### config.mk
export PLATFORM = sky130hd
export DESIGN_NAME = url_percent_codec_top_flat
export DESIGN_NICKNAME = d
export VERILOG_FILES = /design/src/hdl/ucodec_pkg.sv /design/src/hdl/ucodec_if.sv /design/src/hdl/ucodec_front.sv /design/src/hdl/ucodec_fifo.sv /design/src/hdl/ucodec_back.sv /design/src/hdl/url_percent_codec_top.sv /design/src/flat_wrapper.sv
export VERILOG_INCLUDE_DIRS = /design/src /design/src/hdl
export SDC_FILE = /design/constraint.sdc
export NUM_CORES = 1
export LEC_CHECK = 0
export ABC_CLOCK_PERIOD_IN_PS = 2720
export BUFFER_PORTS_ARGS = -buffer_cell sky130_fd_sc_hd__buf_2
export CAP_MARGIN = 25
export CELL_PAD_IN_SITES_DETAIL_PLACEMENT = 1
export CELL_PAD_IN_SITES_GLOBAL_PLACEMENT = 1
export CORE_ASPECT_RATIO = 1.2
export CORE_MARGIN = 3
export CORE_UTILIZATION = 40
export CTS_BUF_LIST = sky130_fd_sc_hd__clkbuf_16
export DETAILED_ROUTE_END_ITERATION = 8
export PLACE_DENSITY = 0.72
export SYNTH_ARGS = -nofsm -noshare
export SYNTH_HDL_FRONTEND = slang
export SYNTH_HIERARCHICAL = 1
export SYNTH_SLANG_ARGS = --single-unit
export TNS_END_PERCENT = 1
### constraint.sdc
create_clock -name clk_i -period 2.72 [get_ports clk_i]
set_input_delay 0.272 -clock clk_i [delete_from_list [all_inputs] [get_ports clk_i]]
set_output_delay 0.272 -clock clk_i [all_outputs]
set_load 0.005 [all_outputs]
### src/hdl/assert_macros.svh
// Assertion macros shared by the percent codec modules.
// Depends on nothing; included by the files that carry assertions.
`ifndef ASSERT_MACROS_SVH
`define ASSERT_MACROS_SVH

// cons must hold in the same cycle as ante
`define ASSERT_IMPLY(lbl, clk, rstn, ante, cons) \
  lbl: assert property (@(posedge clk) disable iff (!rstn) (ante) |-> (cons)) \
    else $error("%m: assertion failed");

// cons must hold in the cycle after ante
`define ASSERT_NEXT(lbl, clk, rstn, ante, cons) \
  lbl: assert property (@(posedge clk) disable iff (!rstn) (ante) |=> (cons)) \
    else $error("%m: assertion failed");

// cond must never be seen out of reset
`define ASSERT_NEVER(lbl, clk, rstn, cond) \
  lbl: assert property (@(posedge clk) disable iff (!rstn) !(cond)) \
    else $error("%m: assertion failed");

`endif

### src/hdl/ucodec_pkg.sv
// Types, constants and helper functions of the URL percent codec.
// No dependencies; imported by every file of the block but assert_macros.svh.
package ucodec_pkg;

  localparam int unsigned CHAR_W     = 8;
  localparam int unsigned CFG_IDX_W  = 3;
  localparam int unsigned CFG_DATA_W = 64;

  // register indexes on the configuration port
  localparam logic [CFG_IDX_W-1:0] REG_DECODE_MODE = 3'd0;
  localparam logic [CFG_IDX_W-1:0] REG_SET_0       = 3'd1;
  localparam logic [CFG_IDX_W-1:0] REG_SET_1       = 3'd2;
  localparam logic [CFG_IDX_W-1:0] REG_SET_2       = 3'd3;
  localparam logic [CFG_IDX_W-1:0] REG_SET_3       = 3'd4;

  localparam logic [CHAR_W-1:0] PERCENT_CHAR = 8'h25; // '%'
  localparam logic [CHAR_W-1:0] DIGIT_BASE   = 8'h30; // '0'
  localparam logic [CHAR_W-1:0] DIGIT_LAST   = 8'h39; // '9'
  localparam logic [CHAR_W-1:0] ALPHA_BASE   = 8'h37; // 'A' - 10

  // decoder escape tracking
  typedef enum logic [2:0] {
    ESC_IDLE = 3'b001,
    ESC_PCT  = 3'b010,
    ESC_DIG  = 3'b100
  } esc_state_e;

  // output sequencer for one queued operation
  typedef enum logic [2:0] {
    PH_FIRST = 3'b001,
    PH_HI    = 3'b010,
    PH_LO    = 3'b100
  } out_phase_e;

  // one classified operation passed from front to back
  typedef struct packed {
    logic              esc;  // expand to '%', high digit, low digit
    logic [CHAR_W-1:0] ch;
    logic              last;
    logic              cut;
  } op_t;

  // uppercase hex digit of a nibble
  function automatic logic [CHAR_W-1:0] hex_digit(input logic [3:0] v);
    logic [CHAR_W-1:0] w;
    w = {4'b0000, v};
    return (v >= 4'd10) ? (w + ALPHA_BASE) : (w + DIGIT_BASE);
  endfunction

  // nibble value of an escape digit; any byte is accepted and wraps
  function automatic logic [3:0] nibble_of(input logic [CHAR_W-1:0] c);
    logic [CHAR_W-1:0] base;
    logic [CHAR_W-1:0] diff;
    base = (c >= DIGIT_BASE && c <= DIGIT_LAST) ? DIGIT_BASE : ALPHA_BASE;
    diff = c - base;
    return diff[3:0];
  endfunction

endpackage

### src/hdl/ucodec_if.sv
// Handshake channel interfaces of the percent codec: input, output, config.
// Depends on ucodec_pkg for field widths.
interface ucodec_in_if import ucodec_pkg::*; ();
  logic              valid;
  logic              ready;
  logic [CHAR_W-1:0] in_char;
  logic              in_end;
  modport source (output valid, in_char, in_end, input ready);
  modport sink   (input valid, in_char, in_end, output ready);
endinterface

interface ucodec_out_if import ucodec_pkg::*; ();
  logic              valid;
  logic              ready;
  logic [CHAR_W-1:0] out_char;
  logic              out_end;
  logic              cut_escape;
  modport source (output valid, out_char, out_end, cut_escape, input ready);
  modport sink   (input valid, out_char, out_end, cut_escape, output ready);
endinterface

interface ucodec_cfg_if import ucodec_pkg::*; ();
  logic                  valid;
  logic                  ready;
  logic [CFG_IDX_W-1:0]  index;
  logic [CFG_DATA_W-1:0] data;
  modport source (output valid, index, data, input ready);
  modport sink   (input valid, index, data, output ready);
endinterface

### src/hdl/ucodec_front.sv
// Front end: config registers, input acceptance, classification and decode.
// Depends on ucodec_pkg and assert_macros.svh; feeds ucodec_fifo.
`include "assert_macros.svh"

module ucodec_front import ucodec_pkg::*; (
  input  logic                  clk_i,
  input  logic                  rst_ni,
  // input words
  input  logic                  in_valid_i,
  output logic                  in_ready_o,
  input  logic [CHAR_W-1:0]     in_char_i,
  input  logic                  in_end_i,
  // config writes
  input  logic                  cfg_valid_i,
  output logic                  cfg_ready_o,
  input  logic [CFG_IDX_W-1:0]  cfg_index_i,
  input  logic [CFG_DATA_W-1:0] cfg_data_i,
  // queue side
  input  logic                  q_full_i,
  output logic                  push_o,
  output op_t                   op_o
);

  logic                  mode_q;
  logic [CFG_DATA_W-1:0] set0_q, set1_q, set2_q, set3_q;
  esc_state_e            esc_q, esc_d;
  logic [3:0]            hi_q, hi_d;

  logic          in_acc;
  logic          cfg_acc;
  logic [255:0]  enc_mask;
  logic [3:0]    nib;

  assign cfg_ready_o = 1'b1;
  assign cfg_acc     = cfg_valid_i;
  assign in_ready_o  = !q_full_i;
  assign in_acc      = in_valid_i && in_ready_o;

  assign enc_mask = {set3_q, set2_q, set1_q, set0_q};
  assign nib      = nibble_of(in_char_i);

  // classify the incoming word and track escapes in decode mode
  always_comb begin
    esc_d   = esc_q;
    hi_d    = hi_q;
    push_o  = 1'b0;
    op_o    = '{esc: 1'b0, ch: in_char_i, last: in_end_i, cut: 1'b0};
    if (in_acc) begin
      if (!mode_q) begin
        push_o = 1'b1;
        op_o.esc = enc_mask[in_char_i];
      end else begin
        unique case (esc_q)
          ESC_PCT: begin
            hi_d  = nib;
            esc_d = ESC_DIG;
          end
          ESC_DIG: begin
            push_o  = 1'b1;
            op_o.ch = {hi_q, nib};
            esc_d   = ESC_IDLE;
            hi_d    = 4'd0;
          end
          default: begin
            if (in_char_i == PERCENT_CHAR) begin
              esc_d = ESC_PCT;
            end else begin
              push_o = 1'b1;
              esc_d  = ESC_IDLE;
            end
          end
        endcase
        // string ends inside an escape: one flagged zero byte
        if (in_end_i && (esc_d != ESC_IDLE)) begin
          push_o = 1'b1;
          op_o   = '{esc: 1'b0, ch: '0, last: 1'b1, cut: 1'b1};
          esc_d  = ESC_IDLE;
          hi_d   = 4'd0;
        end
      end
    end
  end

  // state and config registers
  always_ff @(posedge clk_i or negedge rst_ni) begin
    if (!rst_ni) begin
      mode_q <= 1'b0;
      set0_q <= '0;
      set1_q <= '0;
      set2_q <= '0;
      set3_q <= '0;
      esc_q  <= ESC_IDLE;
      hi_q   <= 4'd0;
    end else if (cfg_acc) begin
      unique case (cfg_index_i)
        REG_DECODE_MODE: begin
          mode_q <= cfg_data_i[0];
          esc_q  <= ESC_IDLE;
          hi_q   <= 4'd0;
        end
        REG_SET_0: set0_q <= cfg_data_i;
        REG_SET_1: set1_q <= cfg_data_i;
        REG_SET_2: set2_q <= cfg_data_i;
        REG_SET_3: set3_q <= cfg_data_i;
        default: ;
      endcase
    end else begin
      esc_q <= esc_d;
      hi_q  <= hi_d;
    end
  end

  // encode mode never leaves the escape tracker busy
  `ASSERT_IMPLY(a_enc_idle, clk_i, rst_ni, !mode_q, esc_q == ESC_IDLE)
  // a cut escape always closes the string
  `ASSERT_IMPLY(a_cut_last, clk_i, rst_ni, push_o && op_o.cut, op_o.last && !op_o.esc)

endmodule

### src/hdl/ucodec_fifo.sv
// Short queue of classified operations between front and back.
// Depends on ucodec_pkg and assert_macros.svh.
`include "assert_macros.svh"

module ucodec_fifo import ucodec_pkg::*; #(
  parameter int unsigned DEPTH = 4
) (
  input  logic clk_i,
  input  logic rst_ni,
  input  logic push_i,
  input  op_t  op_i,
  output logic full_o,
  input  logic pop_i,
  output op_t  op_o,
  output logic empty_o
);

  localparam int unsigned PTR_W = (DEPTH > 1) ? $clog2(DEPTH) : 1;
  localparam int unsigned CNT_W = $clog2(DEPTH + 1);

  op_t              slot_q [DEPTH];
  logic [PTR_W-1:0] wr_q, rd_q;
  logic [CNT_W-1:0] cnt_q;

  assign full_o  = (cnt_q == CNT_W'(DEPTH));
  assign empty_o = (cnt_q == '0);
  assign op_o    = slot_q[rd_q];

  // payload slots
  always_ff @(posedge clk_i) begin
    if (push_i) begin
      slot_q[wr_q] <= op_i;
    end
  end

  // pointers and fill count
  always_ff @(posedge clk_i or negedge rst_ni) begin
    if (!rst_ni) begin
      wr_q  <= '0;
      rd_q  <= '0;
      cnt_q <= '0;
    end else begin
      if (push_i) begin
        wr_q <= (wr_q == PTR_W'(DEPTH - 1)) ? '0 : wr_q + 1'b1;
      end
      if (pop_i) begin
        rd_q <= (rd_q == PTR_W'(DEPTH - 1)) ? '0 : rd_q + 1'b1;
      end
      unique case ({push_i, pop_i})
        2'b10:   cnt_q <= cnt_q + 1'b1;
        2'b01:   cnt_q <= cnt_q - 1'b1;
        default: cnt_q <= cnt_q;
      endcase
    end
  end

  `ASSERT_NEVER(a_no_overflow, clk_i, rst_ni, (push_i && full_o) || (pop_i && empty_o))

endmodule

### src/hdl/ucodec_back.sv
// Back end: expands queued operations into output words through an output register.
// Depends on ucodec_pkg and assert_macros.svh; drains ucodec_fifo.
`include "assert_macros.svh"

module ucodec_back import ucodec_pkg::*; (
  input  logic              clk_i,
  input  logic              rst_ni,
  // queue side
  input  logic              q_empty_i,
  input  op_t               op_i,
  output logic              pop_o,
  // output words
  output logic              out_valid_o,
  input  logic              out_ready_i,
  output logic [CHAR_W-1:0] out_char_o,
  output logic              out_end_o,
  output logic              cut_escape_o
);

  out_phase_e        ph_q, ph_d;
  logic              vld_q, vld_d;
  logic [CHAR_W-1:0] ch_q, ch_d;
  logic              end_q, end_d;
  logic              cut_q, cut_d;
  logic              load;

  assign load = !vld_q || out_ready_i;

  // pick the next word of the head operation
  always_comb begin
    ph_d  = ph_q;
    vld_d = vld_q && !out_ready_i;
    ch_d  = ch_q;
    end_d = end_q;
    cut_d = cut_q;
    pop_o = 1'b0;
    if (load && !q_empty_i) begin
      vld_d = 1'b1;
      cut_d = op_i.cut;
      if (!op_i.esc) begin
        ch_d  = op_i.ch;
        end_d = op_i.last;
        pop_o = 1'b1;
        ph_d  = PH_FIRST;
      end else begin
        unique case (ph_q)
          PH_FIRST: begin
            ch_d  = PERCENT_CHAR;
            end_d = 1'b0;
            ph_d  = PH_HI;
          end
          PH_HI: begin
            ch_d  = hex_digit(op_i.ch[7:4]);
            end_d = 1'b0;
            ph_d  = PH_LO;
          end
          default: begin
            ch_d  = hex_digit(op_i.ch[3:0]);
            end_d = op_i.last;
            pop_o = 1'b1;
            ph_d  = PH_FIRST;
          end
        endcase
      end
    end
  end

  always_ff @(posedge clk_i or negedge rst_ni) begin
    if (!rst_ni) begin
      ph_q  <= PH_FIRST;
      vld_q <= 1'b0;
    end else begin
      ph_q  <= ph_d;
      vld_q <= vld_d;
    end
  end

  // output payload
  always_ff @(posedge clk_i) begin
    ch_q  <= ch_d;
    end_q <= end_d;
    cut_q <= cut_d;
  end

  assign out_valid_o  = vld_q;
  assign out_char_o   = ch_q;
  assign out_end_o    = end_q;
  assign cut_escape_o = cut_q;

  // mid-expansion the head operation stays queued
  `ASSERT_IMPLY(a_head_held, clk_i, rst_ni, ph_q != PH_FIRST, !q_empty_i && op_i.esc)
  // a word is only dropped from the queue as it enters the output register
  `ASSERT_NEXT(a_pop_loads, clk_i, rst_ni, pop_o, vld_q)

endmodule

### src/hdl/url_percent_codec_top.sv
// Top level of the URL percent codec: front end, operation queue, back end.
// Depends on ucodec_pkg, ucodec_if, ucodec_front, ucodec_fifo, ucodec_back.
//
// Usage:
//   in_ch   valid/ready channel of input bytes (in_char, in_end marks the last).
//   out_ch  valid/ready channel of result bytes (out_char, out_end, cut_escape).
//   cfg_ch  register writes: index 0 decode_mode, 1..4 encode_set_0..3; always
//           ready; write only while no word is in flight.
// Result path: an input byte's operation is written to a queue slot as the byte
// is taken, then loaded into the back end's output register, which drives out_ch.
// Throughput: one output word per cycle while the receiver is ready and the queue
// holds an operation, set by the back end's output register; an encoded byte
// gives three words and any other byte one. Decode-mode bytes that open an
// escape give no word.
// Input is taken whenever the FIFO_DEPTH-entry queue has room, so the front
// keeps accepting while the receiver stalls until the queue fills.
// Reset clears the config and escape registers and empties the queue and output
// register; no word is lost or repeated under any stall pattern.
module url_percent_codec_top import ucodec_pkg::*; #(
  parameter int unsigned FIFO_DEPTH = 4
) (
  input  logic  clk_i,
  input  logic  rst_ni,
  ucodec_in_if.sink    in_ch,
  ucodec_out_if.source out_ch,
  ucodec_cfg_if.sink   cfg_ch
);

  logic q_full, q_empty, push, pop;
  op_t  push_op, head_op;

  ucodec_front u_front (
    .clk_i       (clk_i),
    .rst_ni      (rst_ni),
    .in_valid_i  (in_ch.valid),
    .in_ready_o  (in_ch.ready),
    .in_char_i   (in_ch.in_char),
    .in_end_i    (in_ch.in_end),
    .cfg_valid_i (cfg_ch.valid),
    .cfg_ready_o (cfg_ch.ready),
    .cfg_index_i (cfg_ch.index),
    .cfg_data_i  (cfg_ch.data),
    .q_full_i    (q_full),
    .push_o      (push),
    .op_o        (push_op)
  );

  ucodec_fifo #(
    .DEPTH (FIFO_DEPTH)
  ) u_fifo (
    .clk_i   (clk_i),
    .rst_ni  (rst_ni),
    .push_i  (push),
    .op_i    (push_op),
    .full_o  (q_full),
    .pop_i   (pop),
    .op_o    (head_op),
    .empty_o (q_empty)
  );

  ucodec_back u_back (
    .clk_i        (clk_i),
    .rst_ni       (rst_ni),
    .q_empty_i    (q_empty),
    .op_i         (head_op),
    .pop_o        (pop),
    .out_valid_o  (out_ch.valid),
    .out_ready_i  (out_ch.ready),
    .out_char_o   (out_ch.out_char),
    .out_end_o    (out_ch.out_end),
    .cut_escape_o (out_ch.cut_escape)
  );

endmodule

### src/flat_wrapper.sv
// flat-port wrapper written by rule: the top's interface ports become plain ports
module url_percent_codec_top_flat import ucodec_pkg::*;
#(
  parameter int unsigned FIFO_DEPTH = 4
)
  (clk_i, rst_ni, in_ch_valid, in_ch_in_char, in_ch_in_end, in_ch_ready, out_ch_valid, out_ch_out_char, out_ch_out_end, out_ch_cut_escape, out_ch_ready, cfg_ch_valid, cfg_ch_index, cfg_ch_data, cfg_ch_ready);
  ucodec_in_if in_ch_i ();
  ucodec_out_if out_ch_i ();
  ucodec_cfg_if cfg_ch_i ();
  input  logic clk_i;
  input  logic rst_ni;
  input wire logic [$bits(in_ch_i.valid)-1:0] in_ch_valid;
  input wire logic [$bits(in_ch_i.in_char)-1:0] in_ch_in_char;
  input wire logic [$bits(in_ch_i.in_end)-1:0] in_ch_in_end;
  output wire logic [$bits(in_ch_i.ready)-1:0] in_ch_ready;
  output wire logic [$bits(out_ch_i.valid)-1:0] out_ch_valid;
  output wire logic [$bits(out_ch_i.out_char)-1:0] out_ch_out_char;
  output wire logic [$bits(out_ch_i.out_end)-1:0] out_ch_out_end;
  output wire logic [$bits(out_ch_i.cut_escape)-1:0] out_ch_cut_escape;
  input wire logic [$bits(out_ch_i.ready)-1:0] out_ch_ready;
  input wire logic [$bits(cfg_ch_i.valid)-1:0] cfg_ch_valid;
  input wire logic [$bits(cfg_ch_i.index)-1:0] cfg_ch_index;
  input wire logic [$bits(cfg_ch_i.data)-1:0] cfg_ch_data;
  output wire logic [$bits(cfg_ch_i.ready)-1:0] cfg_ch_ready;
  assign in_ch_i.valid = in_ch_valid;
  assign in_ch_i.in_char = in_ch_in_char;
  assign in_ch_i.in_end = in_ch_in_end;
  assign in_ch_ready = in_ch_i.ready;
  assign out_ch_valid = out_ch_i.valid;
  assign out_ch_out_char = out_ch_i.out_char;
  assign out_ch_out_end = out_ch_i.out_end;
  assign out_ch_cut_escape = out_ch_i.cut_escape;
  assign out_ch_i.ready = out_ch_ready;
  assign cfg_ch_i.valid = cfg_ch_valid;
  assign cfg_ch_i.index = cfg_ch_index;
  assign cfg_ch_i.data = cfg_ch_data;
  assign cfg_ch_ready = cfg_ch_i.ready;
  url_percent_codec_top #(.FIFO_DEPTH(FIFO_DEPTH)) u_core (.clk_i(clk_i), .rst_ni(rst_ni), .in_ch(in_ch_i), .out_ch(out_ch_i), .cfg_ch(cfg_ch_i));
endmodule
# Word-level counts from Yosys, hierarchy flattened
# Memory sizes are Yosys's and may differ from the RTL's.
# Cells that the tools add are included.
# totals
regBits	285
mem_bits_rw	44
input_bits	81
out_inout_bits	13
wordCells	115
mem_count	1
# op_classes
n_addsub	9
order_cmp	5
eq_ne	16
mux	45
n_reduce_logical	24
# memory_table
memory	words	width	rd	rd_clocked_by_memory_dff	wr	line_no	rtl
u_core.u_fifo.slot_q	4	11	1	0	1	ucodec_fifo.sv:21	op_t slot_q [DEPTH];
# ops
cell	count
$add 4x6->7 const B	4
$mux 3	9
$mux 10	2
$mux 4	5
$pmux 3 s2	3
$mux 8	2
$mux 1	14
$mux 7	2
$pmux 7 s2	1
$eq 3x2->1 const B	4
$mux 11	1
$reduce_and 2->1	5
$eq 3x3->1 const B	3
$lt 8x9->1 const B	1
$bmux 1 s8	1
$eq 8x6->1 const B	1
$ge 4x4->1 const B	2
$ge 8x6->1 const B	1
$le 8x6->1 const B	1
$pmux 4 s2	1
$eq 2x2->1 const B	3
$eq 3x1->1 const B	2
$logic_not 3->1	2
$mux 2	3
16 further kinds	26

# Longest topological paths before layout
# Gate-level depths: netlist of the first run.
# depth
word_depth	12
depth_mapped	15
mapped_depth_nobuf	13

# Hierarchy
# The synthesis of the first run kept the hierarchy.
# by_module_without_submodules
module	instances	cells_each	area_per_inst_um2	seq_area_each_um2
ucodec_front	1	807	12320.6	6607.6
ucodec_fifo	1	95	2011.9	1496.4
ucodec_back	1	87	867.1	401.6

# Least setup slack after synthesis of the first run
# No wires, ideal clock.
# synth_path
path_type	flip-flop to flip-flop
startpoint	register u_core.u_fifo.rd_q[0]
endpoint	register u_core.u_fifo.cnt_q[2]
arrival_ns	2.602
t_required_ns	2.641
path_slack_ns	0.039
stages_incl_launch_ff	12
period_less_slack_ns	2.681
cell_sequence	dfrtp_1 -> buf_6 -> mux4_2 -> nand2b_1 -> or2_1 -> and2_1 -> ha_1 -> inv_1 -> fa_1 -> xor2_1 -> nor2_1 -> xor2_1
# synth_lines
item	line_no	rtl
start: declaration	ucodec_fifo.sv:22	logic [PTR_W-1:0] wr_q, rd_q;
start signal: assignment	ucodec_fifo.sv:47	rd_q <= (rd_q == PTR_W'(DEPTH - 1)) ? '0 : rd_q + 1'b1;
end signal: assignment	ucodec_fifo.sv:50	2'b10: cnt_q <= cnt_q + 1'b1;
end signal: assignment	ucodec_fifo.sv:51	2'b01: cnt_q <= cnt_q - 1'b1;
end signal: assignment	ucodec_fifo.sv:52	default: cnt_q <= cnt_q;
end: declaration	ucodec_fifo.sv:23	logic [CNT_W-1:0] cnt_q;

==> flow_summary.json, run 1 <==
{
  "status": "finished, final reports clean",
  "cp_slowest_stage_delay_ns": 0.60,
  "cp_data_arrival_time_ns": 2.93,
  "clk_path_buf_depth": 3,
  "cp-start-kind": "register",
  "max_freq_mhz": 388,
  "rsz0062_at_grt": "false",
  "critPathSlowestCell": "mux4_2",
  "die_w_um": 184,
  "dpl.hpwl_um": 24700,
  "grt_use_total_pct": 18.6,
  "dieArea_sq_um": 40400,
  "grt_max_degree": 98,
  "cts-root-buf": "clkbuf_16",
  "yosys-top-cells-area": "dfrtp_1 (45%), mux2_2 (20%), edfxtp_1 (11%)",
  "p_leak_uw": 0.00737,
  "syn_avg_cell_area_sq_um": 15.4,
  "vdd_drop_max_mv": 0.620,
  "drt_wl_total_um": 36900,
  "tns_ns": 0,
  "antenna_found_initial": 0,
  "nets": 1204,
  "synth_edf_count": 54,
  "period_share_pct": 94.7,
  "ios": 94,
  "crit_fanout": 13,
  "tightest_slew_ns": 0.801,
  "viasPerCell": 5.55,
  "synth_nets": 1085,
  "clock_sinks": 329,
  "postLayoutCoreUtil_pct": 47.5,
  "hold_viol_final": 0,
  "first_global_vias": 9969,
  "postCtsSetupBuffers": 0,
  "synth_top_area_cell": "dfrtp_1",
  "coreArea_sq_um": 37200,
  "cts_buffers": 37,
  "yosys_warnings": 6,
  "grt_pass1_wl_um": 58300,
  "drt-initial-drc-count": 557,
  "yosys.cell_types.count": 66,
  "synth_top_cell_area_share_pct": 44.9,
  "port-buffer-count": 92,
  "relSlewSlack_pct": 46.6,
  "report.final.slew_viol_count": 0,
  "cp_cell_sequence": "buf_4, mux4_2, ha_1, a211o_1, and3_1, mux2_2, mux2i_1",
  "powerDensity_nw_per_um2": 867,
  "firstDrtPassIters": 5,
  "clkLatencyLatePin_ns": 0.53,
  "hold_class": "in2reg",
  "cts.reportedPaths.clkPinSlew_ns": 0.06,
  "drv_cap": 0,
  "cp.required_ns": 3.08,
  "grt-ovfl-total": 0,
  "drcViolationCount": 0,
  "cp_num_buf_inv": 1,
  "end_kind": "register",
  "gp_congestion": 0.799,
  "ys_ff_latch": 329,
  "fin_skew_ns": 0.0195,
  "drive_gt1_share_pct": 46.8,
  "period_needed_ns": 2.58,
  "htreeDepth": 2,
  "crit_type": "reg2reg",
  "async_flop_share_pct": 83.6,
  "row_count": 77,
  "die_h_um": 220,
  "antenna_left": 0,
  "syn_area_sq_um": 15200,
  "start_util_pct": 40.9,
  "fill_cells": 3693,
  "setup_viol": 0,
  "num_vias": 8938,
  "tritoncts": "yes",
  "syn_inst": 989,
  "synthFlopType": "dfrtp_1",
  "cp_top_family": "multiplexers",
  "synth_seq_area_share_pct": 56.0,
  "wl_per_cell_um": 22.9,
  "synthToLayoutAreaGrowth_pct": 16.3
}
[synthesized netlist by cell type, drive strengths merged, types with 4 or more instances]
library cell  number
a211oi             5
a21oi             10
a22o               4
a22oi              8
and2               8
and3               5
buf               21
clkbuf            34
dfrtp            273
edfxtp            54
ha                13
inv               27
mux2             266
mux2i             18
mux4              73
nand2             29
nand2b             7
nand3              6
nor2              30
nor2b              6
nor3               8
o211ai             5
o21ai             14
or3                4
xnor2              6
[cell families after synthesis]
logic type	share of synthesized area [%]
compound gates	3.67
xor+xnor	0.519
fa+ha+maj	1.33
buf+inv	2.54
flops	56.0
mux	31.9
other cells	0.0247
simple gates	4.03
[worst reg2reg max path, delay by kind of cell (launching register included)]
kind            cells  cell delay (ns)
fa+ha+maj           1             0.23
buf+inv             1             0.27
compound gates      1             0.32
simple gates        1             0.18
flops               1             0.37
mux                 3             1.04
[flip-flops by register name (all words and copies together) (netlist names)]
register and cells:
u_core/u_front/set0_q 64, u_core/u_front/set1_q 64, u_core/u_front/set2_q 64, u_core/u_front/set3_q 64, u_core/u_fifo/slot_q 44, u_core/u_back/out_char_o 8
u_core/u_front/hi_q 4, u_core/u_back/ph_q 3, u_core/u_fifo/cnt_q 3, u_core/u_front/esc_q 3, u_core/u_fifo/rd_q 2, u_core/u_fifo/wr_q 2
u_core/u_back/cut_escape_o 1, u_core/u_back/out_end_o 1, u_core/u_back/out_valid_o 1, u_core/u_front/mode_q 1
[final timing paths]
kind,cells after the start,end,slack [ns],start
setup / recovery,7,u_core/u_back/out_char_o[5],0.14,u_core/u_fifo/rd_q[0]
hold / removal,2,u_core/u_front/set1_q[30],0.03,cfg_ch_data[30]
setup reg to reg,7,u_core/u_back/out_char_o[5],0.14,u_core/u_fifo/rd_q[0]
hold reg to reg,2,u_core/u_front/hi_q[3],0.48,u_core/u_front/hi_q[3]
max in group asynchronous,3,u_core/u_front/set3_q[5],1.51,rst_ni
min in group asynchronous,2,u_core/u_front/set1_q[43],0.35,rst_ni
[power by group]
group          total [uW]  internal (uW)  switching (uW)
Combinational        3690           1950            1740
Clock                4840           2850            1990
Sequential           6790           6220             573
Total               15300          11000            4310
[timing repair]
item	4_1_cts	5_1_grt
endpoints found under the hold margin	91	0
gates resized for setup	0	0
hold buffers	1	0
[through the flow]
| stage | total power (uW) | area (sq um) | hold WS (ns) | worst slack, ns | instances |
|---|---|---|---|---|---|
| after floorplan | 9280 | 15200 | -0.0236 | 0.0385 | 989 |
| after global placement | 10300 | 16500 | 0.341 | -0.139 | 1542 |
| after detailed placement | 10500 | 16500 | 0.345 | -0.193 | 1542 |
| after CTS | 15500 | 17700 | 0.000967 | 0.119 | 1609 |
| after global routing | 16200 | 17700 | 0.0181 | 0.0280 | 1609 |
| final | 15300 | 17700 | 0.0276 | 0.144 | 1610 |
[routing by layer]
layer  global-route usage [%]  part of all wire (%)  up-vias
li1                         -                     -     3983
met1                     23.3                    42     4743
met2                     33.0                    52      150
met3                     2.92                   3.5       62
met4                     5.80                   2.7        0
met5                        0                     0        -
[area by class of cell]
class / instances / area [sq um] / area share (%)
Antenna cell: 1 / 2.50 / 0.0142
Clock buffer: 40 / 1000 / 5.66
Clock inverter: 26 / 180 / 1.02
Inverter: 27 / 101 / 0.573
Multi-Input combinational cell: 578 / 6350 / 35.9
Sequential cell: 329 / 8510 / 48.1
Tap cell: 474 / 593 / 3.35
Timing Repair Buffer: 135 / 948 / 5.36
[placed cells by master, fill, tap and decap left out, types with 3 or more instances in the layout]
cell	instances
dfrtp_1	273
mux2_2	265
buf_2	90
mux4_2	65
edfxtp_1	54
clkbuf_16	40
inv_1	35
buf_4	31
nand2_1	29
nor2_1	29
mux2i_1	18
o21ai_0	14
ha_1	13
buf_12	12
a21oi_1	10
a22oi_1	8
and2_1	8
nand2b_1	7
mux4_1	7
clkinv_1	6
xnor2_1	6
nor3_1	6
nor2b_1	6
clkinv_2	5
a211oi_1	5
and3_1	5
o211ai_1	5
nand3_1	5
a22o_1	4
or3_1	4
inv_6	3
o221ai_1	3
o22ai_1	3
a2111oi_0	3
xor2_1	3
nand4_1	3
a221oi_1	3
No activity file was read; power rests on OpenSTA's default activity.
==> inputs of run 2 (changes only) <==
--- a/config.mk
+++ b/config.mk
@@ -18,4 +18,5 @@
 export DETAILED_ROUTE_END_ITERATION = 8
 export PLACE_DENSITY = 0.72
+export SETUP_SLACK_MARGIN = 0.2
 export SYNTH_ARGS = -nofsm -noshare
 export SYNTH_HDL_FRONTEND = slang
==> constraint.sdc (replaced) <==
create_clock -name clk_i -period 2.72 [get_ports clk_i]
set_input_delay 0.272 -clock clk_i [delete_from_list [all_inputs] [get_ports clk_i]]
set_output_delay 0.272 -clock clk_i [all_outputs]
set_load 0.02 [all_outputs]
==> run 2 against run 1 <==
Clock skew shrank 0.011 ns; wire length fell by 3.0%; total power down 0.60%; register-to-register slack better by 0.11 ns; sequential power hardly changed; via count down 0.21%; combinational power grew 4%; non-clock buffer count increased by 6; count of clock-buffer cells in the layout fell by 3.
==> flow_summary.json, run 2 (same netlist as run 1, synthesis figures left out) <==
{
  "status": "finished, final reports clean",
  "multiInputGateArea_sq_um": 6390,
  "relSlewSlack_pct": 55.3,
  "synthToLayoutAreaGrowth_pct": 16.5,
  "ios": 94,
  "cp-start-kind": "register",
  "viasPerCell": 5.54,
  "antenna_found_initial": 0,
  "powerDensity_nw_per_um2": 860,
  "clk_path_buf_depth": 3,
  "max_freq_mhz": 405,
  "n_antenna_cell": 0,
  "period_needed_ns": 2.47,
  "p_seq_share_pct": 44.7,
  "vdd_drop_max_mv": 0.562,
  "fill_cells": 3649,
  "row_count": 77,
  "dpl.hpwl_um": 25000,
  "wl_per_cell_um": 22.2,
  "drt_wl_total_um": 35800,
  "p_leak_uw": 0.00736,
  "wl_met1_um": 15200,
  "period_share_pct": 90.7,
  "drcViolationCount": 0,
  "hold_viol_final": 0,
  "coreArea_sq_um": 37200,
  "drt-initial-drc-count": 385,
  "clkLatencyLatePin_ns": 0.52,
  "tritoncts": "yes",
  "hp-start": "cfg_ch_data[18]",
  "wl_met2_um": 18600,
  "hold_depth": 2,
  "num_vias": 8919,
  "cts-root-buf": "clkbuf_16",
  "cp.required_ns": 2.99,
  "grt_use_total_pct": 18.4,
  "r2r-end": "u_core/u_back/out_char_o[3]",
  "cp_data_arrival_time_ns": 2.73,
  "holdPathEnd": "u_core/u_front/set1_q[18]",
  "p_int_uw": 10900,
  "cts_buffers": 36,
  "gp_congestion": 0.835,
  "worstReg2RegStart": "u_core/u_fifo/rd_q[0]",
  "crit_type": "reg2reg",
  "seq_area_sq_um": 8510,
  "p_comb_share_pct": 25.2,
  "setup_viol": 0,
  "swShare_pct": 28.5,
  "start_util_pct": 40.9,
  "grt-ovfl-total": 0,
  "p_switching_uw": 4340,
  "final_cell_mix": "dfrtp_1 (272), mux2_2 (265), buf_2 (90)",
  "postLayoutCoreUtil_pct": 47.6,
  "final_common_cell": "dfrtp_1",
  "port-buffer-count": 92,
  "firstDrtPassIters": 4,
  "rsz0062_at_grt": "true",
  "report.final.slew_viol_count": 0,
  "die_w_um": 184,
  "antenna_left": 0,
  "rr_worst_depth": 9,
  "die_h_um": 220,
  "crit_fanout": 7,
  "fin_skew_ns": 0.00854,
  "end_kind": "register",
  "placedCellCount": 1547,
  "clock_sinks": 329,
  "htreeDepth": 2,
  "drv_cap": 0,
  "drive_gt1_share_pct": 48.0,
  "cts.reportedPaths.clkPinSlew_ns": 0.06,
  "dr_wl_met3_um": 1280,
  "first_global_vias": 10042,
  "nets": 1209,
  "grt_pass1_wl_um": 58200,
  "hold_class": "in2reg",
  "fin_cells": 1611,
  "top_layer_used": "met4",
  "rrSetupSlack_ns": 0.25,
  "p_clk_share_pct": 30.1,
  "dieArea_sq_um": 40400,
  "tns_ns": 0,
  "grt_max_degree": 88,
  "tightest_slew_ns": 0.664
}
run 2: layout make-up:
cell class / instances / area share (%)
inverters: 27 / 0.573
repair buffers: 141 / 5.70
multi-input cells: 578 / 36.1
clock buffers: 37 / 5.23
flip-flops and latches: 329 / 48.1
well taps: 474 / 3.35
clock inverters: 25 / 0.990
run 2: power by group through the flow:
stage	Sequential (uW)	Combinational, uW	Clock (uW)
final	6810	3830	4590
after global placement	6810	3670	0
after floorplan	6760	2660	0
after global routing	6930	4220	4960
after detailed placement	6880	3820	0
after CTS	6810	3870	4740
run 2: worst max-delay path by stage:
stage	from	end	slack [ns]	depth (start not counted)
after floorplan	u_core/u_fifo/rd_q[0]	u_core/u_fifo/cnt_q[2]	0.16	11
after global placement	in_ch_in_char[0]	u_core/u_fifo/slot_q[0][10]	-0.01	8
after detailed placement	in_ch_in_char[0]	u_core/u_fifo/slot_q[1][10]	-0.02	9
after CTS	u_core/u_fifo/rd_q[0]	u_core/u_fifo/cnt_q[2]	0.15	10
after global routing	u_core/u_fifo/rd_q[0]	u_core/u_fifo/cnt_q[2]	0.12	10
final	u_core/u_fifo/rd_q[0]	u_core/u_back/out_char_o[3]	0.25	9
run 2: per-layer routing:
layer,vias up,global-route usage [%]
li1,3967,-
met2,145,32.9
met1,4756,23.4
met4,0,4.64
met5,-,0
met3,51,2.71
run 2: through the flow:
| stage | setup slack, ns | hold slack, ns | instance area (sq um) | power (uW) |
|---|---|---|---|---|
| floorplan | 0.160 | -0.0236 | 15200 | 9420 |
| global placement | -0.0123 | 0.217 | 16600 | 10500 |
| detailed placement | -0.0187 | 0.212 | 16600 | 10700 |
| CTS | 0.150 | 0.00852 | 17700 | 15400 |
| global route | 0.118 | 0.0248 | 17700 | 16100 |
| finish | 0.254 | 0.0310 | 17700 | 15200 |
run 2: what timing repair did:
| item | 4_1_cts | 5_1_grt |
|---|---|---|
| buffers inserted | 1 | 0 |
| pin swaps | 0 | 1 |
| hold buffers | 1 | 0 |
| endpoints found under the setup margin | 2 | 16 |
| resized for setup | 2 | 5 |
| endpoints found under the hold margin | 40 | 0 |
run 2: critical path, stage by stage (launching register included):
cell	delay, ns
dfrtp_2	0.41
buf_6	0.13
buf_4	0.17
mux4_2	0.58
inv_1	0.11
ha_1	0.25
a211oi_1	0.10
nor2_1	0.14
o21ai_0	0.10
a22o_1	0.24
==> inputs of run 3 (changes only) <==
- ABC_CLOCK_PERIOD_IN_PS: 2720 -> 2900
- PLACE_DENSITY: 0.72 -> 0.69
- clock period: 2.72 -> 2.9 ns (I/O delays scaled with it)
==> run 3 against run 2 <==
Combinational power is 8.6% lower; highest routed layer unchanged; cell area is 0.64% lower; sequential cell count stayed put; global-route usage is 0.21 points lower; sequential power is 6.8% lower; first-iteration DRC count is 10% higher.
==> flow_summary.json, run 3 (same netlist as run 1, synthesis figures left out) <==
{
  "gp_congestion": 0.764,
  "num_vias": 8829,
  "p_int_uw": 10300,
  "row_count": 77,
  "firstDrtPassIters": 6,
  "period_share_pct": 86.0,
  "port-buffer-count": 92,
  "max_freq_mhz": 401,
  "period_needed_ns": 2.49,
  "drcViolationCount": 0,
  "drt-initial-drc-count": 425,
  "fin_ws_ns": 0.406,
  "tritoncts": "yes",
  "drive_gt1_share_pct": 46.4,
  "status": "finished, final reports clean",
  "clock_sinks": 329,
  "p_clk_share_pct": 31.4,
  "grt_max_degree": 77,
  "die_h_um": 220,
  "crit_fanout": 4,
  "htreeDepth": 2,
  "nets": 1194,
  "drv_cap": 0,
  "rr_worst_depth": 10,
  "p_leak_uw": 0.00733,
  "crit_type": "reg2reg",
  "antenna_left": 0,
  "dieArea_sq_um": 40400,
  "synthToLayoutAreaGrowth_pct": 15.7,
  "setup_viol": 0,
  "p_comb_share_pct": 24.4,
  "wl_per_cell_um": 22.2,
  "r2r-end": "u_core/u_fifo/cnt_q[2]",
  "hold_class": "in2reg",
  "coreArea_sq_um": 37200,
  "p_seq_share_pct": 44.2,
  "report.final.slew_viol_count": 0,
  "fin_area_sq_um": 17600,
  "end_kind": "register",
  "cts_buffers": 36,
  "powerDensity_nw_per_um2": 816,
  "pre_cts_ws_ns": -0.0180,
  "postCtsSetupBuffers": 0,
  "cp-startpoint": "u_core/u_fifo/rd_q[0]",
  "cp.required_ns": 3.34,
  "hold_viol_final": 0,
  "dpl.hpwl_um": 24100,
  "cp_data_arrival_time_ns": 2.93,
  "drt_wl_total_um": 35600,
  "first_global_vias": 9782,
  "antenna_found_initial": 0,
  "cp-start-kind": "register",
  "clk_path_buf_depth": 3,
  "p_switching_uw": 4040,
  "start_util_pct": 40.9,
  "grt-ovfl-total": 0,
  "viasPerCell": 5.52,
  "fin_skew_ns": 0.00718,
  "die_w_um": 184,
  "clkLatencyLatePin_ns": 0.52,
  "worstReg2RegStart": "u_core/u_fifo/rd_q[0]",
  "cts-root-buf": "clkbuf_16",
  "grt_pass1_wl_um": 57300,
  "n_antenna_cell": 0,
  "ios": 94,
  "postLayoutCoreUtil_pct": 47.3,
  "endpoint": "u_core/u_fifo/cnt_q[2]",
  "rrSetupSlack_ns": 0.41,
  "cts.reportedPaths.clkPinSlew_ns": 0.06,
  "placed_cell_area_sq_um": 16400,
  "swShare_pct": 28.1,
  "vdd_drop_max_mv": 0.502,
  "rsz0062_at_grt": "true",
  "relSlewSlack_pct": 52.3,
  "final_common_cell": "dfrtp_1",
  "grt_use_total_pct": 18.1,
  "tightest_slew_ns": 0.710,
  "fin_hold_ws_ns": 0.0452,
  "final_cell_mix": "dfrtp_1 (273), mux2_2 (265), buf_2 (90)"
}
==> run 3: how the worst min path moves through the flow <==
stage               cells after the start  slack (ns)                        end            start
finish                                  2        0.05  u_core/u_front/set2_q[51]  cfg_ch_data[51]
global route                            2        0.04  u_core/u_front/set1_q[49]  cfg_ch_data[49]
CTS                                     2        0.03  u_core/u_front/set2_q[51]  cfg_ch_data[51]
detailed placement                      1        0.33  u_core/u_back/out_valid_o           rst_ni
global placement                        1        0.33  u_core/u_back/out_valid_o           rst_ni
floorplan                               0      -0.006  u_core/u_back/out_valid_o           rst_ni
==> run 3: layout make-up <==
type	instances	area (sq um)
Clock buffer	37	926
Clock inverter	28	231
Fill cell	3684	19600
Inverter	27	101
Multi-Input combinational cell	578	6350
Sequential cell	329	8510
Tap cell	474	593
Timing Repair Buffer	126	881
==> run 3: per-stage QoR <==
stage	instances	TNS, ns	total power [uW]
final	1599	0	14400
after global routing	1599	0	15200
after CTS	1599	0	14600
after detailed placement	1533	-0.0180	9950
after global placement	1533	0	9780
after floorplan	989	0	8800
==> run 3: routing by layer <==
layer	global-route usage (%)	wire, um
met3	2.46	1140
met5	0	0
met1	23.9	15300
met2	32.2	18600
met4	3.91	520
==> run 3: repair_timing <==
item / 4_1_cts / 5_1_grt
resized for setup: 0 / 2
endpoints found under the setup margin: 0 / 5
hold buffers: 1 / 0
endpoints found under the hold margin: 71 / 0
==> run 3: critical path, cell delays in order (launching register included) <==
cell and delay (ns):
dfrtp_1 0.37, mux4_2 0.51, nand2b_1 0.15, or2_4 0.16, and2_2 0.20, ha_1 0.18, inv_1 0.06, fa_1 0.37
xor2_1 0.15, nor2_1 0.11, xor2_1 0.16
==> run 3: power by group through the flow <==
stage | Clock (uW) | Combinational (uW) | Sequential [uW]
final | 4510 | 3500 | 6350
after CTS | 4660 | 3540 | 6350
after global placement | 0 | 3410 | 6370
after floorplan | 0 | 2460 | 6340
after global routing | 4870 | 3860 | 6480
after detailed placement | 0 | 3520 | 6420
